$ cat src/rtl/core/pae_pkg.sv
package pae_pkg;

  // field widths
  localparam int unsigned SAMPLE_W = 16;
  localparam int unsigned IDX_W    = 20;
  localparam int unsigned AREA_W   = 36;
  localparam int unsigned LEN_W    = 21;

  // record and buffer sizes
  localparam int unsigned MAX_RECORD_LEN  = 1048576;
  localparam int unsigned PULSE_BUF_DEPTH = 1024;
  localparam int unsigned BUF_AW          = $clog2(PULSE_BUF_DEPTH);
  localparam int unsigned CNT_W           = BUF_AW + 1;
  localparam int unsigned RAM_DEPTH       = 2 * PULSE_BUF_DEPTH;
  localparam int unsigned RAM_AW          = BUF_AW + 1;

  localparam logic [IDX_W-1:0] IDX_LAST = IDX_W'(MAX_RECORD_LEN - 1);
  localparam logic [LEN_W-1:0] LEN_MAX  = {LEN_W{1'b1}};
  localparam logic [LEN_W-1:0] LEN_BUF  = LEN_W'(PULSE_BUF_DEPTH);

  // queue depths
  localparam int unsigned JOB_Q_DEPTH = 2;
  localparam int unsigned JOB_Q_AW    = $clog2(JOB_Q_DEPTH);

  typedef enum logic [1:0] {
    STATUS_VALID = 2'd0,
    STATUS_UNTERM = 2'd1,
    STATUS_LONG = 2'd2
  } status_e;

  // one closed or cut pulse on its way to the width counter
  typedef struct packed {
    logic signed [SAMPLE_W-1:0] peak;
    logic [IDX_W-1:0]           peak_pos;
    logic [AREA_W-1:0]          area;
    logic [CNT_W-1:0]           len;
    status_e                    status;
    logic                       last;
    logic                       bank;
  } job_t;

  // buffer write port from the front
  typedef struct packed {
    logic                       we;
    logic [RAM_AW-1:0]          addr;
    logic [SAMPLE_W-1:0]        data;
  } ram_wr_t;

  // bank handed back by the width counter
  typedef struct packed {
    logic vld;
    logic bank;
  } rel_t;

endpackage

$ cat src/rtl/core/pae_back.sv
module pae_back (
  input  logic                            clk_i,
  input  logic                            rst_ni,
  input  logic                            job_valid_i,
  input  pae_pkg::job_t                   job_i,
  output logic                            job_pop_o,
  output logic                            rd_en_o,
  output logic [pae_pkg::RAM_AW-1:0]      rd_addr_o,
  input  logic [pae_pkg::SAMPLE_W-1:0]    rd_data_i,
  output pae_pkg::rel_t                   rel_o,
  output logic                            empty,
  input  logic                            pop,
  output logic [pae_pkg::SAMPLE_W-1:0]    peak_o,
  output logic [pae_pkg::IDX_W-1:0]       peak_idx_o,
  output logic [pae_pkg::AREA_W-1:0]      area_o,
  output logic [pae_pkg::LEN_W-1:0]       width_count_o,
  output logic [1:0]                      status_o,
  output logic                            last_pulse_o
);
  import pae_pkg::*;

  typedef enum logic [1:0] {
    B_IDLE,
    B_COUNT,
    B_DONE
  } bstate_e;

  typedef struct packed {
    job_t             job;
    logic [CNT_W-1:0] width;
  } res_t;

  bstate_e                    state_q;
  logic signed [SAMPLE_W-1:0] half_q, half_d;
  logic [CNT_W-1:0]           rd_cnt_q, wcnt_q;
  logic                       rd_vld_q;

  res_t       res_mem_q [2];
  logic       res_wr_q, res_rd_q;
  logic [1:0] res_cnt_q;
  logic       res_full, res_push;
  res_t       res_in;

  assign res_full = (res_cnt_q == 2'd2);

  // half of the peak, truncated toward zero
  assign half_d = ($signed(job_i.peak)
                   + $signed({{(SAMPLE_W - 1){1'b0}}, job_i.peak[SAMPLE_W-1]})) >>> 1;

  // read sweep over the stored pulse
  assign rd_en_o   = (state_q == B_COUNT) && (rd_cnt_q != job_i.len);
  assign rd_addr_o = {job_i.bank, rd_cnt_q[BUF_AW-1:0]};

  // finish a request: straight through, or after the count
  always_comb begin
    res_push = 1'b0;
    res_in.job   = job_i;
    res_in.width = '0;
    unique case (state_q)
      B_IDLE: begin
        res_push = job_valid_i && (job_i.status != STATUS_VALID) && !res_full;
      end
      B_DONE: begin
        res_push     = !res_full;
        res_in.width = wcnt_q;
      end
      default: begin
        res_push = 1'b0;
      end
    endcase
  end

  assign job_pop_o = res_push;
  assign rel_o.vld  = res_push && (state_q == B_DONE);
  assign rel_o.bank = job_i.bank;

  // width count sequencer
  always_ff @(posedge clk_i or negedge rst_ni) begin
    if (!rst_ni) begin
      state_q  <= B_IDLE;
      half_q   <= '0;
      rd_cnt_q <= '0;
      wcnt_q   <= '0;
      rd_vld_q <= 1'b0;
    end else begin
      rd_vld_q <= rd_en_o;
      unique case (state_q)
        B_IDLE: begin
          if (job_valid_i && job_i.status == STATUS_VALID) begin
            half_q   <= half_d;
            rd_cnt_q <= '0;
            wcnt_q   <= '0;
            state_q  <= B_COUNT;
          end
        end
        B_COUNT: begin
          if (rd_en_o) begin
            rd_cnt_q <= rd_cnt_q + 1'b1;
          end
          if (rd_vld_q && ($signed(rd_data_i) >= half_q)) begin
            wcnt_q <= wcnt_q + 1'b1;
          end
          if (!rd_en_o && !rd_vld_q) begin
            state_q <= B_DONE;
          end
        end
        B_DONE: begin
          if (!res_full) begin
            state_q <= B_IDLE;
          end
        end
        default: begin
          state_q <= B_IDLE;
        end
      endcase
    end
  end

  // result queue storage
  always_ff @(posedge clk_i) begin
    if (res_push) begin
      res_mem_q[res_wr_q] <= res_in;
    end
  end

  // result queue pointers
  always_ff @(posedge clk_i or negedge rst_ni) begin
    if (!rst_ni) begin
      res_wr_q  <= 1'b0;
      res_rd_q  <= 1'b0;
      res_cnt_q <= '0;
    end else begin
      if (res_push) begin
        res_wr_q <= ~res_wr_q;
      end
      if (pop && !empty) begin
        res_rd_q <= ~res_rd_q;
      end
      if (res_push && !(pop && !empty)) begin
        res_cnt_q <= res_cnt_q + 1'b1;
      end else if (!res_push && pop && !empty) begin
        res_cnt_q <= res_cnt_q - 1'b1;
      end
    end
  end

  // oldest result on the ports
  assign empty         = (res_cnt_q == '0);
  assign peak_o        = res_mem_q[res_rd_q].job.peak;
  assign peak_idx_o    = res_mem_q[res_rd_q].job.peak_pos;
  assign area_o        = res_mem_q[res_rd_q].job.area;
  assign width_count_o = LEN_W'(res_mem_q[res_rd_q].width);
  assign status_o      = res_mem_q[res_rd_q].job.status;
  assign last_pulse_o  = res_mem_q[res_rd_q].job.last;

endmodule

$ cat config.mk
export PLATFORM = sky130hd
export DESIGN_NAME = pae_back
export DESIGN_NICKNAME = d
export VERILOG_FILES = /design/src/rtl/core/pae_pkg.sv /design/src/rtl/core/pae_back.sv
export SDC_FILE = /design/constraint.sdc
export NUM_CORES = 1
export LEC_CHECK = 0
export BUFFER_PORTS_ARGS = -buffer_cell sky130_fd_sc_hd__buf_4
export CAP_MARGIN = 10
export CORE_MARGIN = 3
export CORE_UTILIZATION = 55
export DETAILED_ROUTE_END_ITERATION = 6
export PLACE_DENSITY = 0.81
export REMOVE_ABC_BUFFERS = 1
export SKIP_CTS_REPAIR_TIMING = 1
export SLEW_MARGIN = 20
export SYNTH_ARGS = -nofsm -noshare
export SYNTH_HDL_FRONTEND = slang
export SYNTH_SLANG_ARGS = --single-unit
$ cat constraint.sdc
create_clock -name clk_i -period 24.7 [get_ports clk_i]
set_clock_uncertainty 0.1 [all_clocks]
set_input_delay 4.94 -clock clk_i [delete_from_list [all_inputs] [get_ports clk_i]]
set_output_delay 4.94 -clock clk_i [all_outputs]
set_load 0.02 [all_outputs]
==> reports/qor.csv <==
metric;value;unit
holdPathStages;2;
slew_viol_final;0;
path_common_cell;buf_4;
crit_fanout;16;
yosysTopAreaCell;edfxtp_1;
area_delta_synth_final;25.2;%
synth_cell_type_count;50;
slew-limit-headroom;29.9;%
clk_pin_slew;0.06;ns
postRouteAntennaNets;0;
drtPass1Iterations;5;
start_util;57.4;%
ff2ff_setup_slack;21.82;ns
grt_max_degree;64;
synth_warnings;0;
rr_startpoint;res_cnt_q[1]$_DFFE_PN0P_;
hold_violations;0;
cts_max_level;1;
critPathSlowestCell;nor4_1;
ys_ff_latch;216;
drive_gt1_share;40.6;%
yosysSeqAreaShare;67.3;%
ioPinCount;219;
multiInputGateArea;0.00278;mm²
die-area;0.0185;mm²
irDropWorstVdd;0.0000808;V
antenna_found_initial;0;
end_kind;output pin;
yosys.area_share.simple;7.39;%
rr_worst_depth;4;
clk_latency;0.49;ns
tritoncts;yes;
synth_compound_area_share;5.13;%
avgViaCountPerCell;5.45;
seqCellArea;0.00627;mm²
max_cap_viol_count;0;
p_leak;4.67;nW
synth_fa_ha_area_share;2.55;%
status;complete, no violations;
via_count;5723;
post-route-drc-count;0;
hold_ws;0.389;ns
cts_root_buffer;clkbuf_16;
cp_cell_sequence;buf_4 -> xor2_1 -> nor4_1 -> a31oi_2 -> buf_4;
synth_cells;619;
dp_hpwl;13.3;mm
tns;0;ns
die_x;136;µm
nFillCells;1088;
fin_crit;11.26;ns
die_h;136;µm
ys.flop_type;edfxtp_1;
worstSetupPathType;input pin to output pin;
grt_pass1_vias;5947;
use_met2;34.7;%
grt_pass1_wl;29.9;mm
start_kind;input pin;
clockBufferDepth;3;
timing.rr.end;res_mem_q[1][37]$_DFFE_PP_;
grtUsageTotal;20.3;%
yosys-top-cells-area;edfxtp_1 (55%), dfrtp_1 (12%), mux2_2 (10%);
synth_common_cells;edfxtp_1 (172), mux2_2 (86), dfrtp_1 (44), nand2_1 (39), xor2_1 (32);
routedWlPerCell;18.5;µm
synth.most_common_cell;edfxtp_1;
cp-endpoint;rd_en_o;
crit_arrival;6.22;ns
hp-class;register to register;
grt_most_used_layer;met2;
final_nets;945;
syn-cell-area;0.00931;mm²
grt_setup_unrepaired;no;
hold_start;half_q[11]$_DFFE_PN0P_;
synth_top_family_by_area;multiplexers;
drt_wl_total;19.4;mm
synth_edf_count;172;
clkSinkCount;216;
finalCritPeriodShare;45.6;%
diodes;0;
p_per_area;106;mW/mm²
async_reset_ff_share;20.4;%
gp_congestion;0.844;
netlist.area_leader.share;55.5;%
startpoint;job_i[13];
use_met1;26.7;%
core;0.0162;mm²
clock.fmax;88.8;MHz
synth_xor_area_share;3.48;%
avgSynthCellArea;15.0;µm²
numPortBuffers;205;
grt-ovfl-total;0;
numCtsBuffers;23;
cp.required;19.66;ns
worst_path_largest_cell_delay;0.38;ns
rows;46;
synth_mux_area_share;10.7;%
grt_use_met3;5.00;%
tightest_slew;1.05;ns
drt_iter0_drc;321;
finalSetupViolations;0;
power by group:
group	leakage, nW	switching [W]	internal, W
Sequential	2.17	0.0000364	0.000479
Combinational	2.15	0.000222	0.000179
Clock	0.348	0.000129	0.000191
area by class of cell:
class / instances / area share (%)
repair buffers: 209 / 13.5
flip-flops and latches: 216 / 53.8
inverters: 17 / 0.548
clock buffers: 28 / 5.10
clock inverters: 12 / 0.934
well taps: 216 / 2.32
multi-input cells: 352 / 23.8
placed cells by master, fill, tap and decap left out, types with 4 or more instances in the layout:
| cell | instances |
|---|---|
| a21oi_1 | 5 |
| and3_1 | 9 |
| xnor2_1 | 5 |
| buf_4 | 209 |
| and2_1 | 14 |
| dfrtp_1 | 43 |
| clkbuf_1 | 5 |
| mux2_2 | 86 |
| clkinv_1 | 4 |
| o31ai_1 | 5 |
| clkbuf_16 | 23 |
| inv_1 | 17 |
| conb_1 | 10 |
| nand3_1 | 12 |
| o311ai_0 | 5 |
| nor2_1 | 15 |
| edfxtp_1 | 172 |
| ha_1 | 19 |
| o21ai_0 | 22 |
| nand2_1 | 39 |
| nor3_1 | 5 |
| nand4_1 | 12 |
| clkinv_2 | 5 |
| a21o_1 | 4 |
| xor2_1 | 32 |
| nor2b_1 | 7 |
critical path, delay by kind of cell:
kind / cells / cell delay [ns]
buffers and inverters: 2 / 0.39
xor gates and xnor gates: 1 / 0.13
and+or+nand+nor: 1 / 0.38
AOI/OAI and AO/OA: 1 / 0.37
state kept, by name (all words and copies together) (netlist names):
| register | flops |
|---|---|
| res_rd_q | 1 |
| res_wr_q | 1 |
| wcnt_q | 11 |
| half_q | 15 |
| state_q | 2 |
| res_cnt_q | 2 |
| rd_vld_q | 1 |
| rd_cnt_q | 11 |
| res_mem_q | 172 |
how the worst min path moves through the flow:
stage                                  end  slack (ns)
CTS                 half_q[11]$_DFFE_PN0P_        0.39
detailed placement  half_q[11]$_DFFE_PN0P_        0.38
global route         half_q[6]$_DFFE_PN0P_        0.43
floorplan            half_q[0]$_DFFE_PN0P_        0.35
finish              half_q[11]$_DFFE_PN0P_        0.39
global placement     half_q[0]$_DFFE_PN0P_        0.37
cell families after synthesis:
logic type	Yosys count
buffers and inverters	60
other	1
xor gates and xnor gates	37
muxes	89
AOI/OAI and AO/OA	65
DFF	216
and+or+nand+nor	132
adders and majority gates	19
stage by stage:
stage | instance area (µm²) | util (%) | cells | power [W] | setup WS (ns)
after floorplan | 9090 | - | 585 | 0.000769 | 10.62
after global placement | 10900 | 67.4 | 1010 | 0.000911 | 13.16
after detailed placement | 10900 | 67.4 | 1010 | 0.000924 | 13.12
after CTS | 11600 | 71.8 | 1050 | 0.00125 | 13.11
after global routing | 11700 | 71.8 | 1050 | 0.00129 | 13.34
final | 11700 | 71.8 | 1050 | 0.00124 | 13.44
layer usage:
| layer | wire [µm] | vias up |
|---|---|---|
| li1 | - | 2674 |
| met1 | 8000 | 2811 |
| met2 | 9390 | 212 |
| met3 | 1760 | 26 |
| met4 | 262 | 0 |
| met5 | 0 | - |
Note: power is estimated with default switching activity, not from simulation.
