`config.mk`:
```
export PLATFORM = sky130hd
export DESIGN_NAME = pae_job_queue
export DESIGN_NICKNAME = d
export VERILOG_FILES = /design/src/rtl/core/pae_pkg.sv /design/src/rtl/core/pae_job_queue.sv
export SDC_FILE = /design/constraint.sdc
export NUM_CORES = 1
export LEC_CHECK = 0
export ABC_AREA = 1
export BUFFER_PORTS_ARGS = -buffer_cell sky130_fd_sc_hd__buf_4
export CAP_MARGIN = 25
export CELL_PAD_IN_SITES_DETAIL_PLACEMENT = 1
export CELL_PAD_IN_SITES_GLOBAL_PLACEMENT = 2
export CORE_ASPECT_RATIO = 1.1
export CORE_UTILIZATION = 41
export DETAILED_ROUTE_END_ITERATION = 6
export PLACE_DENSITY_LB_ADDON = 0.15
export SLEW_MARGIN = 20
export SYNTH_ARGS = -nofsm -noshare
export SYNTH_HDL_FRONTEND = slang
export SYNTH_SLANG_ARGS = --single-unit
```
`constraint.sdc`:
```
create_clock -name clk_i -period 13.7 [get_ports clk_i]
set_clock_uncertainty 0.1 [all_clocks]
set_input_delay 0.685 -clock clk_i [delete_from_list [all_inputs] [get_ports clk_i]]
set_output_delay 0.685 -clock clk_i [all_outputs]
set_load 0.01 [all_outputs]
```
`src/rtl/core/pae_pkg.sv`:
```
package pae_pkg;

  // field widths
  localparam int unsigned SAMPLE_W = 16;
  localparam int unsigned IDX_W    = 20;
  localparam int unsigned AREA_W   = 36;
  localparam int unsigned LEN_W    = 21;

  // record and buffer sizes
  localparam int unsigned MAX_RECORD_LEN  = 1048576;
  localparam int unsigned PULSE_BUF_DEPTH = 1024;
  localparam int unsigned BUF_AW          = $clog2(PULSE_BUF_DEPTH);
  localparam int unsigned CNT_W           = BUF_AW + 1;
  localparam int unsigned RAM_DEPTH       = 2 * PULSE_BUF_DEPTH;
  localparam int unsigned RAM_AW          = BUF_AW + 1;

  localparam logic [IDX_W-1:0] IDX_LAST = IDX_W'(MAX_RECORD_LEN - 1);
  localparam logic [LEN_W-1:0] LEN_MAX  = {LEN_W{1'b1}};
  localparam logic [LEN_W-1:0] LEN_BUF  = LEN_W'(PULSE_BUF_DEPTH);

  // queue depths
  localparam int unsigned JOB_Q_DEPTH = 2;
  localparam int unsigned JOB_Q_AW    = $clog2(JOB_Q_DEPTH);

  typedef enum logic [1:0] {
    STATUS_VALID = 2'd0,
    STATUS_UNTERM = 2'd1,
    STATUS_LONG = 2'd2
  } status_e;

  // one closed or cut pulse on its way to the width counter
  typedef struct packed {
    logic signed [SAMPLE_W-1:0] peak;
    logic [IDX_W-1:0]           peak_pos;
    logic [AREA_W-1:0]          area;
    logic [CNT_W-1:0]           len;
    status_e                    status;
    logic                       last;
    logic                       bank;
  } job_t;

  // buffer write port from the front
  typedef struct packed {
    logic                       we;
    logic [RAM_AW-1:0]          addr;
    logic [SAMPLE_W-1:0]        data;
  } ram_wr_t;

  // bank handed back by the width counter
  typedef struct packed {
    logic vld;
    logic bank;
  } rel_t;

endpackage

```
`src/rtl/core/pae_job_queue.sv`:
```
module pae_job_queue (
  input  logic          clk_i,
  input  logic          rst_ni,
  input  logic          push_i,
  input  pae_pkg::job_t job_i,
  output logic          full_o,
  input  logic          pop_i,
  output logic          valid_o,
  output pae_pkg::job_t job_o
);
  import pae_pkg::*;

  job_t                mem_q [JOB_Q_DEPTH];
  logic [JOB_Q_AW-1:0] wr_ptr_q, rd_ptr_q;
  logic [JOB_Q_AW:0]   count_q;

  assign full_o  = (count_q == (JOB_Q_AW + 1)'(JOB_Q_DEPTH));
  assign valid_o = (count_q != '0);
  assign job_o   = mem_q[rd_ptr_q];

  // storage
  always_ff @(posedge clk_i) begin
    if (push_i) begin
      mem_q[wr_ptr_q] <= job_i;
    end
  end

  // pointers and fill count
  always_ff @(posedge clk_i or negedge rst_ni) begin
    if (!rst_ni) begin
      wr_ptr_q <= '0;
      rd_ptr_q <= '0;
      count_q  <= '0;
    end else begin
      if (push_i) begin
        wr_ptr_q <= (wr_ptr_q == JOB_Q_AW'(JOB_Q_DEPTH - 1)) ? '0 : wr_ptr_q + 1'b1;
      end
      if (pop_i) begin
        rd_ptr_q <= (rd_ptr_q == JOB_Q_AW'(JOB_Q_DEPTH - 1)) ? '0 : rd_ptr_q + 1'b1;
      end
      if (push_i && !pop_i) begin
        count_q <= count_q + 1'b1;
      end else if (pop_i && !push_i) begin
        count_q <= count_q - 1'b1;
      end
    end
  end

endmodule

```
==> metrics.md, run 1 <==
| Metric | Value |
|---|---|
| Setup TNS | 0 ns |
| Hold Slack | between 0.3 and 0.4 ns |
| P_leak | about 0.0033 uW |
| Post-Place Setup Slack | roughly 11 ns |
| Most frequent cells in the layout | buf_4 (182), edfxtp_1 (174), mux2_2 (67), mux2_4 (20), clkbuf_16 (17) |
| Critical Path Start Type | register |
| R2r endpoint | mem_q[0][3] |
| Slowest cell on crit path | dfrtp_4 |
| R2R Path Start | wr_ptr_q |
| Area post-placement | 8115 um^2 |
| Die area | about 17000 um^2 |
| Final WL | ~13 mm |
| Worst Hold Depth | 1 |
| Placed insts | about 670 |
| Root buf cell | clkbuf_16 |
| Cell Area, Synth | between 6000 and 7000 um^2 |
| Initial core utilization | approximately two fifths |
| Synthesized net count | between 300 and 400 |
| CP Cell Sequence | buf_4 -> mux2_2 -> buf_4 |
| Most repeated library cell on the critical path | buf_4 |
| CP bufs+invs | 2 |
| H-tree levels | 4 |
| Routed len/inst | 18.50 um |
| Top Ports | between 150 and 200 |
| Port buffer count | approximately 180 |
| Peak VDD IR | slightly below 0.09 mV |
| Sequential area share after synthesis | 81.16% |
| Clock edge transition at the registers on the reported setup and hold paths | around 0.06 ns |
| Total of max-cap violations | 0 |
| Fin. Hold Viols | 0 |
| Antenna diode count | 0 |
| DRC violations left | 0 |
| CP endpoint kind | primary output |
| Vias in the first global route | ~3600 |
| Post-Syn Instances | 296 |
| Slew HR | 38.35% |
| Design area | 8717 um^2 |
| Critical path class | reg2out |
| Fin nets | 580 |
| Worst path max stage delay | around 0.8 ns |
| Clk Latency, worst-skew pair | 0.41 ns |
| Run status | finished, final reports clean |
| R2R cell count | 2 |
| CP max FO | 46 |
| Fin crit share | 24.44% |
| Starting DRT DRC Count | 213 |
| Worst min path class | in2reg |
| Die X | between 100 and 150 um |
| Unrepaired setup endpoints after global routing | false |
| Fill cells | approximately 1400 |
| Max Fclk | 298.7 MHz |
| Setup WS post-layout | 10.35 ns |
| Final ANT Viol Nets | 0 |
| # Post-CTS Setup Buffers | 0 |
| Fin crit period | between 3 and 4 ns |
| First-pass GRT wire length | approximately 19 mm |
| Total track usage | around 16% |
| Layout cells sized above 1 | 60.08% |
| Gr ovfl total | 0 |
| Hold Crit Endpoint | mem_q[0][27] |
| Delay-heaviest family, CP | buffers and inverters |
| Data required time of the worst path | roughly 13 ns |
| Slew @ Worst Pin | 0.9248 ns |
| Yosys warning count | 0 |
| Initial antenna violation count | 1 |
| Avg Cell Area, Syn | between 20 and 25 um^2 |
| RD Place Congestion | around 0.74 |
| Critical path arrival | roughly 2.6 ns |
| Finished Layout Cells | between 700 and 800 |
| Num rows | 48 |
| CTS-repair resized insts | 0 |
| Most common cell after layout, fill and taps aside | buf_4 |
| R2r setup slk | ~11 ns |
| Router iterations before antenna repair | 4 |
| Vias | 3320 |
| Flops & latches, synth | about 180 |
| Syn-to-layout area delta | 32.86% |
| Slew Limit Fails | 0 |
| Final HPWL DP | about 8.8 mm |
| CTS Sinks | 178 |
| Core area | ~16000 um^2 |
| Total CTS buffers | 17 |
| Power density cells | between 200 and 250 nW/um^2 |
| Distinct cells, synth | 14 |
| Final setup viols | 0 |
| Detail-routed via count per cell | about 4.7 |
| Pin count of the biggest net entering global routing | 67 |
| Hold Path Origin | job_i[27] |
| CTS Buffer Depth | 2 |
| CTS Hold Bufs | 1 |
| Chip height | roughly 130 um |
| CTS tree | built |
## metal layers
metal | vias up | wire length [um] | track usage (%)
met2 | 120 | 6831 | 27.09
li1 | 1542 | - | -
met3 | 18 | 911 | 5.194
met4 | 2 | 215 | 7.046
met1 | 1638 | 4993 | 18.97
met5 | - | 17 | 0
## registers in the layout, indices dropped and copies added (netlist names)
register and flops:
count_q 2, rd_ptr_q 1, wr_ptr_q 1, mem_q 174
## stage by stage
| step | util (%) | total power, uW |
|---|---|---|
| 3_5_place_dp | 51.77 | 1327 |
| 3_3_place_gp | 51.77 | 1315 |
| 4_1_cts | 55.61 | 1815 |
| 5_1_grt | 55.61 | 1866 |
| 2_1_floorplan | - | 1089 |
| 6_report | 55.61 | 1785 |
## area by class of cell
cell class | count | area (um^2) | area share [%]
tap | 200 | 250.2 | 2.871
timing repair buffer | 183 | 1376 | 15.79
clock inverter | 13 | 158.9 | 1.823
clock buffer | 19 | 432.9 | 4.966
sequential | 178 | 5329 | 61.13
multi-input combinational | 101 | 1142 | 13.10
inverter | 7 | 27.53 | 0.3158
## power by group
| group | total [uW] | internal (uW) | switching, uW |
|---|---|---|---|
| sequential | 778 | 725 | 53.1 |
| combinational | 524 | 286 | 238 |
| clock | 483 | 287 | 196 |
| total | 1790 | 1300 | 487 |
## synthesized netlist by cell type, drive strengths merged
| cell | number | area [um^2] |
|---|---|---|
| xnor2 | 1 | 8.760 |
| nand3 | 1 | 5.000 |
| dfrtp | 4 | 100.1 |
| edfxtp | 174 | 5225 |
| nor2 | 2 | 7.510 |
| mux2 | 87 | 1055 |
| inv | 7 | 26.28 |
| buf | 10 | 75.07 |
| nand4 | 1 | 6.260 |
| nand2 | 6 | 22.52 |
| xor2 | 2 | 17.52 |
| ha | 1 | 12.51 |
## worst max-delay path by stage
stage	start	endpoint	slack (ns)	depth (start not counted)
final	rd_ptr_q	job_o[11]	10.35	3
after global routing	rd_ptr_q	job_o[11]	10.21	3
after CTS	rd_ptr_q	job_o[16]	10.30	3
after detailed placement	rd_ptr_q	job_o[11]	10.77	3
after global placement	rd_ptr_q	job_o[71]	10.81	3
after floorplan	push_i	mem_q[0][0]	8.70	2
## cells by family (layout without fill, tap and decap cells)
family        after synthesis  after routing  synth area share (%)
flops                     178            178                 81.16
mux                        87             87                 16.08
buf+inv                    17            222                 1.545
simple gates               10             10                0.6293
xor+xnor                    3              3                0.4005
fa+ha+maj                   1              1                0.1907
Power figures use the tool's default switching activity.
==> run 2, diff against run 1 <==
--- a/config.mk
+++ b/config.mk
@@ -5,13 +5,13 @@
 export SDC_FILE = /design/constraint.sdc
 export NUM_CORES = 1
 export LEC_CHECK = 0
-export ABC_AREA = 1
+export ABC_AREA = 0
 export BUFFER_PORTS_ARGS = -buffer_cell sky130_fd_sc_hd__buf_4
 export CAP_MARGIN = 25
 export CELL_PAD_IN_SITES_DETAIL_PLACEMENT = 1
 export CELL_PAD_IN_SITES_GLOBAL_PLACEMENT = 2
 export CORE_ASPECT_RATIO = 1.1
-export CORE_UTILIZATION = 41
+export CORE_UTILIZATION = 34
 export DETAILED_ROUTE_END_ITERATION = 6
 export PLACE_DENSITY_LB_ADDON = 0.15
 export SLEW_MARGIN = 20
==> constraint.sdc (replaced) <==
create_clock -name clk_i -period 2.7 [get_ports clk_i]
set_clock_uncertainty 0.1 [all_clocks]
set_input_delay 0.135 -clock clk_i [delete_from_list [all_inputs] [get_ports clk_i]]
set_output_delay 0.135 -clock clk_i [all_outputs]
set_load 0.01 [all_outputs]
==> run 2 against run 1 <==
Against the previous run: utilization fell by 3.5 points; critical endpoint is now job_o[84]; non-clock buffer count grew 95; sequential power rose to 5.0 times the previous value; setup slack lost 10 ns; critical path depth unchanged; largest cell class unchanged.
==> metrics.md, run 2 <==
| Metric | Value |
|---|---|
| Initial core utilization | around a third |
| Data required time of the worst path | about 2.5 ns |
| Routed len/inst | between 15 and 20 um |
| Hold Slack | 0.3266 ns |
| Critical Path End | job_o[84] |
| Num rows | between 50 and 60 |
| Prevailing post-synth register cell | edfxtp_1 |
| Share of Yosys cell area claimed by the top area cell type | 79.85% |
| R2R cell count | 2 |
| Clk Latency, worst-skew pair | between 0.4 and 0.5 ns |
| Pin count of the biggest net entering global routing | 55 |
| Port buffer count | ~180 |
| Final HPWL DP | 8.619 mm |
| Distinct cells, synth | 14 |
| Total of max-cap violations | 0 |
| R2R Path Start | wr_ptr_q |
| Layout cells sized above 1 | between 50% and 60% |
| CP endpoint kind | primary output |
| Vias in the first global route | between 4000 and 5000 |
| Die X | roughly 130 um |
| Most frequent cells in the layout | buf_4 (184), edfxtp_1 (174), dlygate4sd3_1 (91), mux2_2 (67), mux2_4 (20) |
| Reg power frac | a little over two fifths |
| R2r endpoint | mem_q[1][25] |
| Die area | between 15000 and 20000 um^2 |
| CTS tree | built |
| Core area | roughly 19000 um^2 |
| Critical path class | reg2out |
| CTS Sinks | approximately 180 |
| Synth top area cells | edfxtp_1 (80%), mux2_2 (12%), mux2_4 (4.6%) |
| Final ANT Viol Nets | 0 |
| Chip height | about 150 um |
| Detail-routed via count per cell | 4.381 |
| Total CTS buffers | 17 |
| NetSw | between 2000 and 3000 uW |
| Post-synth top cells | edfxtp_1 (174), mux2_2 (67), mux2_4 (20), buf_2 (6) |
| Clock edge transition at the registers on the reported setup and hold paths | approximately 0.070 ns |
| CP Cell Sequence | buf_4 -> mux2_2 -> buf_4 |
| DRC violations left | 0 |
| P_leak | 0.003716 uW |
| Fill cells | about 1800 |
| Critical Path Start Type | register |
| Fin nets | between 600 and 700 |
| Fin crit period | 2.299 ns |
| Synth area leader | edfxtp_1 |
| CTS Hold Bufs | slightly above 90 |
| Yosys warning count | 0 |
| Worst path max stage delay | around 0.79 ns |
| Gr ovfl total | 0 |
| Final WL | between 10 and 15 mm |
| Worst Hold Depth | 2 |
| Root buf cell | clkbuf_16 |
| Clock power share | around a quarter |
| # Post-CTS Setup Buffers | 0 |
| Total track usage | around 14% |
| Top Ports | 180 |
| Sequential area share after synthesis | roughly 81% |
| Most repeated library cell on the critical path | buf_4 |
| Unrepaired setup endpoints after global routing | false |
| Antenna diode count | 0 |
| Hold Path Origin | job_i[2] |
| Router iterations before antenna repair | 5 |
| Slowest cell on crit path | dfrtp_4 |
| Power density cells | around 940 nW/um^2 |
| Cell Area, Synth | roughly 6500 um^2 |
| Multi-input logic area | around 1100 um^2 |
| Comb power frac | 31.6% |
| CP Launch Point | rd_ptr_q |
| Slew @ Worst Pin | between 0.5 and 0.6 ns |
| First-pass GRT wire length | ~21 mm |
| Fin crit share | between 80% and 90% |
| Peak VDD IR | 0.5407 mV |
| Reg with most FFs | mem_q |
| Switching share of power | 28.68% |
| Synthesized net count | 379 |
| RD Place Congestion | slightly below 0.7 |
| Worst min path class | in2reg |
| Critical path arrival | around 2.1 ns |
| Syn-to-layout area delta | 48.13% |
| Starting DRT DRC Count | around 150 |
| Slew Limit Fails | 0 |
| H-tree levels | 4 |
| FFs w/ async S/R, synth | about 2.2% |
| Post-Syn Instances | between 200 and 300 |
| Flops & latches, synth | roughly 180 |
| Initial antenna violation count | 0 |
| CP max FO | 38 |
| Cell-internal power | approximately 6500 uW |
| Fin. Hold Viols | 0 |
| Most numerous cell in the Yosys netlist | edfxtp_1 |
| Final setup viols | 0 |
| Post-synth EDFFs | between 150 and 200 |
| Sequential cell area | around 5300 um^2 |
| Setup TNS | 0 ns |
| CTS Buffer Depth | 2 |
| CTS-repair resized insts | 0 |
| Largest registers | mem_q (174), count_q (2) |
| Most common cell after layout, fill and taps aside | buf_4 |
| Max Fclk | approximately 440 MHz |
| Slew HR | around three fifths |
| Vias | 3636 |
| Run status | finished, final reports clean |
| R2r setup slk | about 1.1 ns |
| Avg Cell Area, Syn | approximately 23 um^2 |
| Max reg flops | approximately 170 |
[run 2: cell count changes after synthesis, sizes merged]
cell,change
inv,-6
nand2,-6
nor2b,+2
xor2,+2
and2,+1
nand3,-1
nand4,-1
nor2,-1
or2,+1
[run 2: cell families after synthesis]
logic type	Yosys count	synth area share, %
and+or+nand+nor	5	0.4398
xor gates and xnor gates	5	0.6692
DFF	178	81.38
adders and majority gates	1	0.1912
muxes	87	16.12
buffers and inverters	11	1.205
[run 2: power by group through the flow]
| stage | Clock, uW | Sequential, uW | Combinational [uW] |
|---|---|---|---|
| final | 2310 | 3920 | 2880 |
| after global routing | 2490 | 3990 | 3100 |
| after CTS | 2390 | 3940 | 2950 |
| after detailed placement | 0 | 4000 | 2830 |
| after global placement | 0 | 3970 | 2810 |
| after floorplan | 0 | 3830 | 1660 |
[run 2: critical path, delay by kind of cell, from the launching register on]
kind	cells	cell delay, ns
DFF	1	0.79
muxes	1	0.37
buffers and inverters	2	0.47
[run 2: how the worst min path moves through the flow]
stage                        to  slack (ns)
floorplan            count_q[0]       -0.26
finish              mem_q[1][2]        0.33
global placement     count_q[0]       -0.17
global route        mem_q[0][6]        0.31
CTS                 mem_q[0][2]        0.30
detailed placement   count_q[1]       -0.16
[run 2: layer usage]
metal | up-vias | part of all wire (%) | track usage, %
li1 | 1706 | - | -
met1 | 1778 | 41 | 16.83
met2 | 133 | 50 | 24.35
met3 | 19 | 6.9 | 4.664
met4 | 0 | 1.7 | 6.236
met5 | - | 0 | 0
[run 2: area by class of cell]
| type | instances | share of cell area [%] |
|---|---|---|
| clock inverter | 14 | 1.291 |
| tap | 243 | 3.137 |
| multi-input combinational | 98 | 11.86 |
| inverter | 1 | 0.03872 |
| timing repair buffer | 278 | 24.27 |
| clock buffer | 18 | 4.428 |
| sequential | 178 | 54.98 |
[run 2: per-stage QoR]
step	util [%]	area, um^2	cells	total power, uW	worst slack [ns]
after floorplan	-	6553	287	5488	0.4621
final	52.09	9693	830	9112	0.4014
after detailed placement	44.22	8228	707	6825	0.7791
after CTS	52.09	9693	830	9279	0.3078
after global routing	52.09	9693	830	9572	0.2447
after global placement	44.22	8228	707	6772	0.8368
==> run 3, diff against run 2 <==
==> constraint.sdc (replaced) <==
create_clock -name clk_i -period 2.7 [get_ports clk_i]
set_clock_uncertainty 0.1 [all_clocks]
set_input_delay 0.405 -clock clk_i [delete_from_list [all_inputs] [get_ports clk_i]]
set_output_delay 0.405 -clock clk_i [all_outputs]
set_load 0.01 [all_outputs]
==> run 3 against run 2 <==
Against the previous run: combinational power rose by 2%; non-clock buffer count fell by 91; fmax rose by 2.8%; final cell count fell by 11%; sequential share of layout area rose by 5.0 points; critical path type unchanged; largest power group unchanged.
==> metrics.md, run 3 (synthesis results as in run 2) <==
| Metric | Value |
|---|---|
| CTS Buffer Depth | 2 |
| H-tree levels | 4 |
| Unrepaired setup endpoints after global routing | false |
| Routed len/inst | about 17 um |
| Die X | 134.3 um |
| Peak VDD IR | around 0.5 mV |
| CTS-repair resized insts | 0 |
| Slowest cell on crit path | dfrtp_4 |
| Most frequent cells in the layout | buf_4 (179), edfxtp_1 (174), mux2_2 (67), mux2_4 (20), clkbuf_16 (17) |
| Root buf cell | clkbuf_16 |
| Worst Hold Depth | 1 |
| Hold Path Origin | job_i[70] |
| Starting DRT DRC Count | 139 |
| Run status | finished, final reports clean |
| Hold Crit Endpoint | mem_q[1][70] |
| CP max FO | 45 |
| Clk Latency, worst-skew pair | ~0.42 ns |
| Detail-routed via count per cell | ~4.5 |
| # Post-CTS Setup Buffers | 0 |
| Max reg flops | approximately 170 |
| Delay-heaviest family, CP | flip-flops |
| Slew @ Worst Pin | between 0.6 and 0.7 ns |
| Fin nets | 575 |
| Slew Limit Fails | 0 |
| CTS tree | built |
| Initial antenna violation count | 0 |
| R2R cell count | 2 |
| Vias in the first global route | between 3000 and 4000 |
| Final WL | 12.69 mm |
| Gr ovfl total | 0 |
| Slew HR | roughly 56% |
| Final HPWL DP | about 8.4 mm |
| Most common cell after layout, fill and taps aside | buf_4 |
| CTS Hold Bufs | 1 |
| RD Place Congestion | 0.6624 |
| Fill cells | 1787 |
| Initial core utilization | between 30% and 40% |
| Critical path arrival | 1.73 ns |
| Port buffer count | 179 |
| Syn-to-layout area delta | 35.77% |
| CP endpoint kind | primary output |
| Layout cells sized above 1 | 61.82% |
| Die area | roughly 20000 um^2 |
| Final setup viols | 0 |
| Num rows | between 50 and 60 |
| Fin crit share | around 83% |
| Router iterations before antenna repair | 4 |
| Data required time of the worst path | 2.19 ns |
| Critical path class | reg2out |
| Worst path max stage delay | about 0.44 ns |
| Top Ports | 180 |
| Worst min path class | in2reg |
| R2R Path Start | wr_ptr_q |
| Setup TNS | 0 ns |
| R2r setup slk | roughly 1 ns |
| Chip height | between 100 and 150 um |
| Largest registers | mem_q (174), count_q (2) |
| Hold Slack | 0.06211 ns |
| Max Fclk | 447.0 MHz |
| Antenna diode count | 0 |
| P_leak | roughly 0.0034 uW |
| Core area | around 19000 um^2 |
| Vias | roughly 3300 |
| CTS Sinks | between 150 and 200 |
| Total of max-cap violations | 0 |
| R2r endpoint | mem_q[1][48] |
| Power density cells | approximately 1000 nW/um^2 |
| Design Power | just over 9000 uW |
| Fin crit period | approximately 2.2 ns |
| Total CTS buffers | 17 |
| Final ANT Viol Nets | 0 |
| Critical Path Start Type | register |
| CP Cell Sequence | buf_12 -> mux2_2 -> buf_4 |
| First-pass GRT wire length | 19.71 mm |
| Clock edge transition at the registers on the reported setup and hold paths | around 0.070 ns |
| Fin. Hold Viols | 0 |
| Pin count of the biggest net entering global routing | 46 |
| CP bufs+invs | 2 |
| Reg with most FFs | mem_q |
| Total track usage | 13.60% |
| DRC violations left | 0 |
[run 3: layer usage]
metal / share of wire, % / routed length [um] / GRT usage [%] / vias to the layer above
li1: - / - / - / 1524
met1: 39 / 4925 / 15.29 / 1630
met2: 50 / 6370 / 22.54 / 133
met3: 9.6 / 1219 / 6.070 / 15
met4: 1.4 / 174 / 5.393 / 0
met5: 0 / 0 / 0 / -
[run 3: cell type report]
type                    instances  area (um^2)  area share, %
clock buffers                  18        429.2          4.830
flip-flops and latches        178         5329          59.98
repair buffers                187         1494          16.81
inverters                       1        3.754        0.04225
multi-input cells              98         1150          12.94
well taps                     243        304.0          3.422
clock inverters                13        175.2          1.972
[run 3: worst max-delay path by stage]
stage             start           end  cells after the start
6_report       rd_ptr_q      job_o[8]                      3
5_1_grt        rd_ptr_q      job_o[8]                      3
2_1_floorplan    push_i   mem_q[0][0]                      1
3_3_place_gp     push_i  mem_q[0][70]                      3
4_1_cts        rd_ptr_q      job_o[8]                      3
3_5_place_dp     push_i  mem_q[0][51]                      3
[run 3: power by group]
group / internal, uW / total (uW) / switching, uW
Sequential: 3670 / 3810 / 139
Combinational: 1580 / 2930 / 1350
Clock: 1470 / 2510 / 1040
[run 3: through the flow]
step	utilization (%)	std cells	instance area, um^2	setup slack, ns
2_1_floorplan	-	287	6553	0.4496
3_3_place_gp	44.45	706	8270	0.8871
3_5_place_dp	44.45	706	8270	0.8727
4_1_cts	47.75	738	8885	0.4346
5_1_grt	47.75	738	8885	0.4155
6_report	47.75	738	8885	0.4631
