**src/rtl/core/pae_pkg.sv**
```systemverilog
package pae_pkg;

  // field widths
  localparam int unsigned SAMPLE_W = 16;
  localparam int unsigned IDX_W    = 20;
  localparam int unsigned AREA_W   = 36;
  localparam int unsigned LEN_W    = 21;

  // record and buffer sizes
  localparam int unsigned MAX_RECORD_LEN  = 1048576;
  localparam int unsigned PULSE_BUF_DEPTH = 1024;
  localparam int unsigned BUF_AW          = $clog2(PULSE_BUF_DEPTH);
  localparam int unsigned CNT_W           = BUF_AW + 1;
  localparam int unsigned RAM_DEPTH       = 2 * PULSE_BUF_DEPTH;
  localparam int unsigned RAM_AW          = BUF_AW + 1;

  localparam logic [IDX_W-1:0] IDX_LAST = IDX_W'(MAX_RECORD_LEN - 1);
  localparam logic [LEN_W-1:0] LEN_MAX  = {LEN_W{1'b1}};
  localparam logic [LEN_W-1:0] LEN_BUF  = LEN_W'(PULSE_BUF_DEPTH);

  // queue depths
  localparam int unsigned JOB_Q_DEPTH = 2;
  localparam int unsigned JOB_Q_AW    = $clog2(JOB_Q_DEPTH);

  typedef enum logic [1:0] {
    STATUS_VALID = 2'd0,
    STATUS_UNTERM = 2'd1,
    STATUS_LONG = 2'd2
  } status_e;

  // one closed or cut pulse on its way to the width counter
  typedef struct packed {
    logic signed [SAMPLE_W-1:0] peak;
    logic [IDX_W-1:0]           peak_pos;
    logic [AREA_W-1:0]          area;
    logic [CNT_W-1:0]           len;
    status_e                    status;
    logic                       last;
    logic                       bank;
  } job_t;

  // buffer write port from the front
  typedef struct packed {
    logic                       we;
    logic [RAM_AW-1:0]          addr;
    logic [SAMPLE_W-1:0]        data;
  } ram_wr_t;

  // bank handed back by the width counter
  typedef struct packed {
    logic vld;
    logic bank;
  } rel_t;

endpackage

```
**src/rtl/core/pae_front.sv**
```systemverilog
module pae_front (
  input  logic                             clk_i,
  input  logic                             rst_ni,
  input  logic                             cfg_we_i,
  input  logic [pae_pkg::SAMPLE_W-1:0]     cfg_wdata_i,
  input  logic                             push,
  output logic                             full,
  input  logic [pae_pkg::SAMPLE_W-1:0]     sample_i,
  input  logic                             last_i,
  output pae_pkg::ram_wr_t                 ram_wr_o,
  output logic                             job_push_o,
  output pae_pkg::job_t                    job_o,
  input  logic                             job_full_i,
  input  pae_pkg::rel_t                    rel_i
);
  import pae_pkg::*;

  logic signed [SAMPLE_W-1:0] thr_q, prev_q, peak_q, peak_d;
  logic [IDX_W-1:0]           idx_q, pidx_q, pidx_d;
  logic [AREA_W-1:0]          area_q, area_d;
  logic [LEN_W-1:0]           len_q, len_d, len_cur;
  logic                       pulse_open_q, cur_q;
  logic [1:0]                 busy_q, busy_d;

  logic signed [SAMPLE_W-1:0] s;
  logic                       accept, opening, closing, cont, cut;
  logic [AREA_W-1:0]          s_ext;

  assign s      = $signed(sample_i);
  assign s_ext  = {{(AREA_W - SAMPLE_W){sample_i[SAMPLE_W-1]}}, sample_i};
  assign full   = job_full_i || busy_q[cur_q];
  assign accept = push && !full;

  // classify the sample against the pulse state
  assign opening = !pulse_open_q && (idx_q != '0) && (s >= thr_q) && (prev_q < thr_q);
  assign closing = pulse_open_q && (s < thr_q);
  assign cont    = pulse_open_q && !closing;
  assign cut     = last_i && (opening || cont);

  // running pulse attributes
  always_comb begin
    len_cur = opening ? '0 : len_q;
    len_d   = (len_cur == LEN_MAX) ? len_cur : len_cur + 1'b1;
    area_d  = opening ? s_ext : area_q + s_ext;
    peak_d  = peak_q;
    pidx_d  = pidx_q;
    if (opening || (cont && (s > peak_q))) begin
      peak_d = s;
      pidx_d = idx_q;
    end
  end

  // sample store into the current bank
  assign ram_wr_o.we   = accept && (opening || pulse_open_q) && (len_cur < LEN_BUF);
  assign ram_wr_o.addr = {cur_q, len_cur[BUF_AW-1:0]};
  assign ram_wr_o.data = sample_i;

  // request to the width counter
  assign job_push_o = accept && (closing || cut);
  always_comb begin
    job_o.peak     = peak_d;
    job_o.peak_pos = pidx_d;
    job_o.area     = area_d;
    job_o.len      = len_d[CNT_W-1:0];
    job_o.last     = last_i;
    job_o.bank     = cur_q;
    if (cut) begin
      job_o.status = STATUS_UNTERM;
    end else if (len_d > LEN_BUF) begin
      job_o.status = STATUS_LONG;
    end else begin
      job_o.status = STATUS_VALID;
    end
  end

  // bank busy flags: set on handover, cleared on release
  always_comb begin
    busy_d = busy_q;
    if (rel_i.vld) begin
      busy_d[rel_i.bank] = 1'b0;
    end
    if (accept && closing && (job_o.status == STATUS_VALID)) begin
      busy_d[cur_q] = 1'b1;
    end
  end

  // threshold register
  always_ff @(posedge clk_i or negedge rst_ni) begin
    if (!rst_ni) begin
      thr_q <= '0;
    end else if (cfg_we_i) begin
      thr_q <= $signed(cfg_wdata_i);
    end
  end

  // front state
  always_ff @(posedge clk_i or negedge rst_ni) begin
    if (!rst_ni) begin
      pulse_open_q <= 1'b0;
      prev_q       <= '0;
      idx_q        <= '0;
      peak_q       <= '0;
      pidx_q       <= '0;
      area_q       <= '0;
      len_q        <= '0;
      cur_q        <= 1'b0;
      busy_q       <= '0;
    end else begin
      busy_q <= busy_d;
      if (accept) begin
        prev_q       <= s;
        idx_q        <= (last_i || idx_q == IDX_LAST) ? '0 : idx_q + 1'b1;
        pulse_open_q <= (opening || cont) && !last_i;
        if (opening || pulse_open_q) begin
          peak_q <= peak_d;
          pidx_q <= pidx_d;
          area_q <= area_d;
          len_q  <= len_d;
        end
        // hand the bank over when its samples are to be counted
        if (closing && job_o.status == STATUS_VALID) begin
          cur_q <= ~cur_q;
        end
      end
    end
  end

endmodule

```
**config.mk**
```make
export PLATFORM = sky130hd
export DESIGN_NAME = pae_front
export DESIGN_NICKNAME = d
export VERILOG_FILES = /design/src/rtl/core/pae_pkg.sv /design/src/rtl/core/pae_front.sv
export SDC_FILE = /design/constraint.sdc
export NUM_CORES = 1
export LEC_CHECK = 0
export BUFFER_PORTS_ARGS = -buffer_cell sky130_fd_sc_hd__buf_2
export CORE_MARGIN = 1
export CORE_UTILIZATION = 45
export DETAILED_ROUTE_END_ITERATION = 16
export PLACE_DENSITY_LB_ADDON = 0.25
export SETUP_SLACK_MARGIN = 0.3
export SYNTH_ARGS = -nofsm -noshare
export SYNTH_HDL_FRONTEND = slang
export SYNTH_SLANG_ARGS = --single-unit
```
**constraint.sdc**
```tcl
create_clock -name clk_i -period 9.05 [get_ports clk_i]
set_clock_uncertainty 0.2 [all_clocks]
set_input_delay 1.81 -clock clk_i [delete_from_list [all_inputs] [get_ports clk_i]]
set_output_delay 1.81 -clock clk_i [all_outputs]
set_load 0.05 [all_outputs]
```
==> results of run 1 <==
-- sequential cells by signal (all words and copies together), names as in the netlist --
register,count
area_q,36
busy_q,2
cur_q,1
idx_q,20
len_q,21
peak_q,16
pidx_q,20
prev_q,16
pulse_open_q,1
thr_q,16
-- power by group through the flow --
stage | sequential, uW | clock (uW) | combinational, uW
after CTS | 925 | 755 | 2500
after detailed placement | 937 | 0 | 2490
after global routing | 946 | 781 | 2700
after floorplan | 887 | 0 | 2000
final | 927 | 737 | 2490
after global placement | 932 | 0 | 2470
-- repair_timing --
item,in CTS,in global routing
endpoints found under the hold margin,0,0
resized for setup,0,2
endpoints found under the setup margin,0,1
-- layout by cell type (no fill, tap or decap), types with 22 or more instances in the layout --
cell and instances:
nand3_1 22, nor2_1 80, o21ai_0 89, nand2_1 173, ha_1 85, dfrtp_1 149
a21oi_1 66, buf_2 155, xor2_1 26, inv_1 59, mux2_1 31, mux2_2 61
xnor2_1 30
-- kinds of logic after synthesis --
logic type,count (synthesis),synth area share
buf+inv,147,0.07181
xor+xnor,56,0.04600
compound gates,272,0.1558
mux,99,0.1037
flops,149,0.3497
simple gates,394,0.1713
fa+ha+maj,86,0.1016
-- worst paths after layout --
path,start,end,slack (ps)
max,sample_i[14],job_o[3],680
min,prev_q[6]$_DFFE_PN0P_,prev_q[6]$_DFFE_PN0P_,290
max reg2reg,thr_q[12]$_DFFE_PN0P_,cur_q$_DFFE_PN0P_,3660
min reg2reg,prev_q[6]$_DFFE_PN0P_,prev_q[6]$_DFFE_PN0P_,290
max in group asynchronous,rst_ni,area_q[13]$_DFFE_PN0P_,6140
min in group asynchronous,rst_ni,thr_q[4]$_DFFE_PN0P_,1290
-- through the flow --
stage	utilization	setup slack [ps]	hold slack [ps]
final	0.5259	682.2	285.0
after global routing	0.5259	337.0	298.3
after CTS	0.5255	623.7	286.2
after detailed placement	0.4984	633.2	267.9
after global placement	0.4984	768.0	262.9
after floorplan	-	386.7	241.3
-- cell type report --
cell class	instances	area, um^2	share of cell area
clock buffer	17	425.4	0.03530
clock inverter	15	196.4	0.01630
inverter	60	225.2	0.01869
multi-input combinational	907	6186	0.5133
sequential	149	3729	0.3094
tap	313	391.6	0.03250
timing repair buffer	169	897.1	0.07445
-- worst max-delay path, cell delays in order --
cell and delay, ps:
buf_2 130, ha_1 320, nand4_1 190, nor4_1 370, a21boi_1 230, and4b_1 210
o211ai_1 250, nand2b_1 180, and2_1 170, ha_1 150, buf_4 170, nand3_1 160
nor3_4 260, and3_2 300, nand4_1 170, xnor2_1 160, or4_1 490, nor4_2 340
nor3_2 60, buf_2 220
-- routing by layer --
layer	global-route usage	up-vias	wire, um
met1	0.3176	4271	12840
li1	-	4432	-
met4	0.07610	0	597
met2	0.3965	226	13320
met5	0	-	0
met3	0.03750	33	1315
==> results.toml, run 1 <==
[cts]
cts_buffer_depth = 2
cts_tree = "done"
cts_made_buffers = 17
htreeDepth = 4
clkSinkCount = 149
path_clk_slew_ps = 80
root_buffer = "clkbuf_16"
cts_setup_buffers = 0
clk_latency_ps = 440
hold_buffers = 0

[global_routing]
grtUsageTotal = 0.2387
grt_antenna_before_repair = 0
gr-total-overflow = 0
grt_max_degree = 101
grt_pass1_vias = 8547
grt_pass1_wl_mm = 45.40

[synth]
synth.most_common_cell = "nand2_1"
syn_area_per_cell_um2 = 8.863
synth_edf_count = 0
syn_nets = 1329
syn_inst = 1203
synth-main-ff-cell = "dfrtp_1"
synth_warnings = 0
synth_top_area_share = 0.3497
synth_commonest_cells = "174 x nand2_1, 149 x dfrtp_1, 89 x o21ai_0"
async_flop_share = 1.000
ys_top_cells_by_area = "dfrtp_1 35%, ha_1 10%, mux2_2 6.4%"
synth_area_leader_cell = "dfrtp_1"
ys_ff_latch = 149
syn_area_um2 = 10660
synth_seq_area_share = 0.3497
synth_cell_type_count = 71

[timing]
period_minus_slack_ps = 8368
finalMaxSlewViolations = 0
hold_violations = 0
rsz0062_at_grt = "no"
max_slew_margin = 0.3537
fmax_mhz = 119.5
setup_viol = 0
fin_tns_setup_ps = 0
period_share = 0.9246
worst_pin_slew_ps = 969.4

[setup_path]
critPathKind = "input pin to output port"
cp_max_fo = 11
r2r.worst_path.cells = 20
crit_required_ps = 7040
worst_setup_path_end_kind = "output port"
critPathArrivalTime_ps = 6360
crit_path_start_kind = "input pin"

[floorplanning]
die_x_um = 155.9
rows = 55
io_pins = 157
core_um2 = 22920
die_area_um2 = 24310
start_util = 0.4653
die_h_um = 155.9

[finish]
finalInstanceArea_um2 = 12050
fill_cells = 2134
area_delta_synth_final_pct = 13.01
fin_cells = 1630
drive_above_1_share = 0.2126
diodes = 0
nNetsFinal = 1430

[placement]
numPortBuffers = 156
routabilityCongestion = 0.9001
place_inst = 1598
hpwlAfterDp_mm = 20.63
placed_area_um2 = 11420

[detailed_routing]
num_vias = 8962
drtIter0Drc = 562
wl_per_cell_um = 17.22
drc = 0
viasPerCell = 5.498
wl_mm = 28.06
drtAntennaViolNets = 0
drt_first_pass_iters = 5

[worst_hold_path]
hold_path_depth = 2
min_path_type = "flop to flop"

[power]
p_int_uw = 1943
p_leak_uw = 0.005923
p_per_area_nw_per_um2 = 345.1
power.share.clock = 0.177
p_comb_frac = 0.600
power.share.switching = 0.5327
switchingPower_uw = 2215
total_power_uw = 4158
vdd.ir_drop.worst_uv = 235.6
seqPwrFrac = 0.223

[outcome]
status = "completed"

[run]
cap_violations = 0
No activity file was read; power rests on OpenSTA's default activity.
==> inputs of run 2 (changes only) <==
--- a/config.mk
+++ b/config.mk
@@ -6,8 +6,10 @@
 export NUM_CORES = 1
 export LEC_CHECK = 0
 export BUFFER_PORTS_ARGS = -buffer_cell sky130_fd_sc_hd__buf_2
+export CELL_PAD_IN_SITES_DETAIL_PLACEMENT = 1
+export CELL_PAD_IN_SITES_GLOBAL_PLACEMENT = 1
 export CORE_MARGIN = 1
-export CORE_UTILIZATION = 45
+export CORE_UTILIZATION = 44
 export DETAILED_ROUTE_END_ITERATION = 16
 export PLACE_DENSITY_LB_ADDON = 0.25
 export SETUP_SLACK_MARGIN = 0.3
==> run 2 against run 1 <==
Register-to-register slack improved by 40 ps; design area increased by 0.24%; fmax decreased by 0.16%; clock power about the same.
==> results.toml, run 2 (synthesis results as in run 1) <==
[cts]
clkSinkCount = 149
path_clk_slew_ps = 70
cts_buffer_depth = 2
htreeDepth = 4
cts_made_buffers = 17
cts_tree = "done"
clk_latency_ps = 440
root_buffer = "clkbuf_16"

[timing]
hold_slack_ps = 286.4
hold_violations = 0
finalMaxSlewViolations = 0
fmax_mhz = 119.3
period_minus_slack_ps = 8381
worst_pin_slew_ps = 1048
period_share = 0.9261
fin_tns_setup_ps = 0
setup_viol = 0
rsz0062_at_grt = "no"
max_slew_margin = 0.3014

[placement]
place_inst = 1605
routabilityCongestion = 0.9036
numPortBuffers = 156
hpwlAfterDp_mm = 23.13
placed_area_um2 = 11420

[global_routing]
grt_pass1_vias = 9554
grtUsageTotal = 0.2647
grt_antenna_before_repair = 1
gr-total-overflow = 0
grt_max_degree = 81
grt_pass1_wl_mm = 50.89

[floorplanning]
die_h_um = 157.7
die_area_um2 = 24860
die_x_um = 157.7
core_um2 = 23610
io_pins = 157
start_util = 0.4516
rows = 56

[finish]
regMostFlops = "area_q"
reg_top3 = "area_q x36, len_q x21"
diodes = 0
largest_register_ffs = 36
final_common_cell = "nand2_1"
nNetsFinal = 1433
drive_above_1_share = 0.2159
layout_common_cells = "173 x nand2_1, 155 x buf_2, 149 x dfrtp_1, 89 x o21ai_0, 85 x ha_1"
area_delta_synth_final_pct = 13.28
finalInstanceArea_um2 = 12080
fin_cells = 1639

[power]
vdd.ir_drop.worst_uv = 242.1
p_per_area_nw_per_um2 = 350.0
p_leak_uw = 0.005935

[detailed_routing]
wl_mm = 31.95
drc = 0
num_vias = 9315
drt_first_pass_iters = 5
drtIter0Drc = 427
viasPerCell = 5.683
drtAntennaViolNets = 0
wl_per_cell_um = 19.49

[setup_path]
cp_max_fo = 8
worst_setup_path_end_kind = "output port"
crit_path_start_kind = "input pin"
critPathArrivalTime_ps = 6370
crit_required_ps = 7040
critPathKind = "input pin to output port"

[run]
cap_violations = 0

[outcome]
status = "completed"

[worst_hold_path]
min_path_type = "flop to flop"
[run 2: report_power, final]
part / switching [uW] / internal (uW) / leakage, uW
clock network: 359 / 379 / 0.000301
registers: 116 / 812 / 0.00191
logic: 1810 / 754 / 0.00373
[run 2: cell type report]
type                            instances  area, um^2
Multi-Input combinational cell        907        6202
Timing Repair Buffer                  172       907.1
Clock inverter                         15       191.4
Sequential cell                       149        3729
Clock buffer                           17       425.4
Tap cell                              319       399.1
Fill cell                            2824       11530
Inverter                               60       225.2
[run 2: per-layer routing]
metal | wire (um) | vias up | part of all wire | global-route usage
met5 | 13 | - | 0.00041 | 0
met4 | 712 | 2 | 0.022 | 0.09061
met3 | 1178 | 40 | 0.037 | 0.03449
met2 | 15680 | 200 | 0.49 | 0.4584
met1 | 14360 | 4656 | 0.45 | 0.3377
li1 | - | 4417 | - | -
[run 2: final timing paths]
path / end / cells past startpoint / from / slack (ps)
setup / recovery: job_o[3] / 19 / sample_i[13] / 670
hold / removal: pidx_q[1]$_DFFE_PN0P_ / 1 / pidx_q[1]$_DFFE_PN0P_ / 290
setup reg to reg: cur_q$_DFFE_PN0P_ / 19 / thr_q[12]$_DFFE_PN0P_ / 3700
hold reg to reg: pidx_q[1]$_DFFE_PN0P_ / 1 / pidx_q[1]$_DFFE_PN0P_ / 290
max in group asynchronous: area_q[8]$_DFFE_PN0P_ / 2 / rst_ni / 5930
min in group asynchronous: busy_q[0]$_DFF_PN0_ / 1 / rst_ni / 1190
[run 2: critical path, stage by stage]
cell	delay [ps]
buf_2	160
ha_1	310
nand4_1	230
nor4_2	360
a21boi_1	250
and4b_1	220
o211ai_1	260
nand2b_1	200
and2_1	170
ha_1	170
nand3_1	160
nor3_4	300
and3_2	290
nand4_1	170
xnor2_1	160
or4_1	530
nor4_4	300
nor3_2	60
buf_2	230
[run 2: what timing repair did]
item	CTS	global route
resized for setup	0	4
buffers inserted	0	2
hold buffers	0	0
setup endpoints to repair	0	1
[run 2: metrics by stage]
| stage | worst slack (ps) | utilization | power, uW |
|---|---|---|---|
| final | 668.9 | 0.5116 | 4228 |
| after CTS | 503.9 | 0.5100 | 4245 |
| after floorplan | 386.7 | - | 2888 |
| after global routing | 278.8 | 0.5116 | 4481 |
| after detailed placement | 532.1 | 0.4838 | 3485 |
| after global placement | 722.3 | 0.4838 | 3427 |
==> inputs of run 3 (changes only) <==
--- a/config.mk
+++ b/config.mk
@@ -5,14 +5,14 @@
 export SDC_FILE = /design/constraint.sdc
 export NUM_CORES = 1
 export LEC_CHECK = 0
+export ABC_AREA = 1
 export BUFFER_PORTS_ARGS = -buffer_cell sky130_fd_sc_hd__buf_2
 export CELL_PAD_IN_SITES_DETAIL_PLACEMENT = 1
 export CELL_PAD_IN_SITES_GLOBAL_PLACEMENT = 1
 export CORE_MARGIN = 1
-export CORE_UTILIZATION = 44
+export CORE_UTILIZATION = 42
 export DETAILED_ROUTE_END_ITERATION = 16
 export PLACE_DENSITY_LB_ADDON = 0.25
-export SETUP_SLACK_MARGIN = 0.3
 export SYNTH_ARGS = -nofsm -noshare
 export SYNTH_HDL_FRONTEND = slang
 export SYNTH_SLANG_ARGS = --single-unit
==> run 3 against run 2 <==
Sequential cell count unchanged; power increased by 16%; worst setup slack improved by 410 ps; design area increased by 0.38%; die area increased by 5.6%; count of clock-buffer cells in the layout increased by 1; global-route usage increased by 0.42 points; sequential share of layout area decreased by 0.12 points; first-iteration DRC count increased by 28%; synthesized area increased by 0.86%; largest power group unchanged.
==> results.toml, run 3 <==
[timing]
finalMaxSlewViolations = 0
fmax_mhz = 125.5
period_share = 0.8806
worst_pin_slew_ps = 1095
hold_violations = 0
setup_viol = 0
period_minus_slack_ps = 7969
hold_slack_ps = 287.6
fin_tns_setup_ps = 0
rsz0062_at_grt = "no"
max_slew_margin = 0.2675

[detailed_routing]
met2RoutedLength_mm = 15.69
drt_first_pass_iters = 5
num_vias = 10310
top_layer = "met4"
viasPerCell = 5.308
wl_mm = 33.61
wl_met3_mm = 1.237
wl_per_cell_um = 17.30
drtIter0Drc = 546
wl_met1_mm = 16.10
drtAntennaViolNets = 0
drc = 0

[floorplanning]
die_x_um = 162.0
io_pins = 157
core_um2 = 25180
die_area_um2 = 26250
die_h_um = 162.0
rows = 58
start_util = 0.4271

[finish]
layout_common_cells = "428 x nand2_1, 175 x inv_1, 162 x o21ai_0, 155 x buf_2, 149 x dfrtp_1"
largest_register_ffs = 36
reg_top3 = "area_q x36, len_q x21"
fin_cells = 1943
drive_above_1_share = 0.1463
regMostFlops = "area_q"
area_delta_synth_final_pct = 12.75
nNetsFinal = 1726
final_common_cell = "nand2_1"
diodes = 0

[synth]
synth_edf_count = 0
synth.most_common_cell = "nand2_1"
synth-main-ff-cell = "dfrtp_1"
syn_area_per_cell_um2 = 7.189
syn_inst = 1496
synth_seq_area_share = 0.3467
syn_area_um2 = 10750
synth_commonest_cells = "429 x nand2_1, 175 x inv_1, 162 x o21ai_0"
ys_ff_latch = 149
syn_nets = 1622
synth_cell_type_count = 49
synth_top_area_share = 0.3467
ys_top_cells_by_area = "dfrtp_1 35%, nand2_1 15%, ha_1 9.9%"
synth_warnings = 0
synth_area_leader_cell = "dfrtp_1"
async_flop_share = 1.000

[setup_path]
worst_setup_path_end_kind = "output port"
crit_path_start_kind = "input pin"
critPathKind = "input pin to output port"
crit_required_ps = 7040
critPathArrivalTime_ps = 5960
cpPeakStageDelay_ps = 380
crit_path_top_delay_cell = "ha_1"
cp_max_fo = 23
crit_top_cell = "nand2_1"

[outcome]
status = "completed"

[cts]
cts_resized = 0
root_buffer = "clkbuf_16"
cts_buffer_depth = 2
clk_latency_ps = 450
cts_made_buffers = 17
clkSinkCount = 149
cts_tree = "done"
path_clk_slew_ps = 60
htreeDepth = 4
hold_buffers = 0
cts_setup_buffers = 0

[power]
p_per_area_nw_per_um2 = 405.5
p_leak_uw = 0.006223
vdd.ir_drop.worst_uv = 434.4

[placement]
hpwlAfterDp_mm = 25.11
routabilityCongestion = 0.8321
numPortBuffers = 156
place_inst = 1911

[global_routing]
grt_max_degree = 106
grt_antenna_before_repair = 0
grtUsageTotal = 0.2689
grt_pass1_wl_mm = 55.92
gr-total-overflow = 0
grt_pass1_vias = 10740

[worst_hold_path]
min_path_type = "flop to flop"

[run]
cap_violations = 0
## run 3: cell types whose count changed after synthesis, sizes merged, moves of 10 or more
| cell | previous run | this run |
|---|---|---|
| buf | 59 | 49 |
| o21ai | 93 | 177 |
| nand2 | 175 | 433 |
| and3 | 14 | 1 |
| and2 | 17 | 2 |
| nand3 | 23 | 65 |
| mux2 | 92 | 1 |
| xnor2 | 30 | 16 |
| a21o | 18 | 0 |
| nor2 | 81 | 115 |
| inv | 59 | 181 |
## run 3: logic make-up (layout without fill, tap and decap cells)
logic type | count (synthesis) | in the layout | share of synthesized area
buffers and inverters | 261 | 378 | 0.1084
XOR/XNOR | 40 | 40 | 0.03258
flip-flops | 149 | 149 | 0.3467
multiplexers | 1 | 1 | 0.001047
adder cells (fa/ha/maj) | 86 | 86 | 0.1008
AO/OA/AOI/OAI | 289 | 289 | 0.1432
AND/OR/NAND/NOR | 670 | 670 | 0.2672
## run 3: cell type report
| cell class | count | area [um^2] |
|---|---|---|
| sequential | 149 | 3729 |
| clock inverter | 14 | 141.4 |
| fill | 3284 | 13060 |
| tap | 330 | 412.9 |
| inverter | 181 | 679.4 |
| timing repair buffer | 165 | 854.6 |
| clock buffer | 18 | 439.2 |
| multi-input combinational | 1086 | 5869 |
## run 3: where the power goes
part	switching [uW]	total [uW]	leakage [uW]	internal, uW
clock network	331	725	0.000278	394
registers	125	995	0.00189	870
logic	2430	3200	0.00405	770
## run 3: per-stage QoR
step / utilization / worst slack, ps / instance area (um^2) / power, uW
6_report: 0.4815 / 1081 / 12130 / 4917
5_1_grt: 0.4815 / 645.3 / 12130 / 5244
4_1_cts: 0.4815 / 1097 / 12130 / 4944
3_5_place_dp: 0.4585 / 1109 / 11540 / 4196
3_3_place_gp: 0.4585 / 1278 / 11540 / 4133
2_1_floorplan: - / 1081 / 10750 / 3462
## run 3: worst max-delay path: cells and delay by family
kind | cells | cell delay, ps
AO/OA/AOI/OAI | 3 | 600
adder cells (fa/ha/maj) | 2 | 680
AND/OR/NAND/NOR | 16 | 2100
buffers and inverters | 4 | 750
## run 3: routing by layer
layer / up-vias / GRT usage
li1: 5064 / -
met1: 5045 / 0.3649
met2: 173 / 0.4452
met3: 31 / 0.03396
met4: 0 / 0.08233
met5: - / 0
## run 3: worst paths after layout
check / startpoint / endpoint / slack (ps) / cells after the start
setup / recovery: sample_i[7] / job_o[3] / 1080 / 25
hold / removal: area_q[16]$_DFFE_PN0P_ / area_q[16]$_DFFE_PN0P_ / 290 / 2
setup reg to reg: idx_q[0]$_DFFE_PN0P_ / cur_q$_DFFE_PN0P_ / 4600 / 23
hold reg to reg: area_q[16]$_DFFE_PN0P_ / area_q[16]$_DFFE_PN0P_ / 290 / 2
max in group asynchronous: rst_ni / pidx_q[2]$_DFFE_PN0P_ / 6040 / 2
min in group asynchronous: rst_ni / thr_q[1]$_DFFE_PN0P_ / 1230 / 1
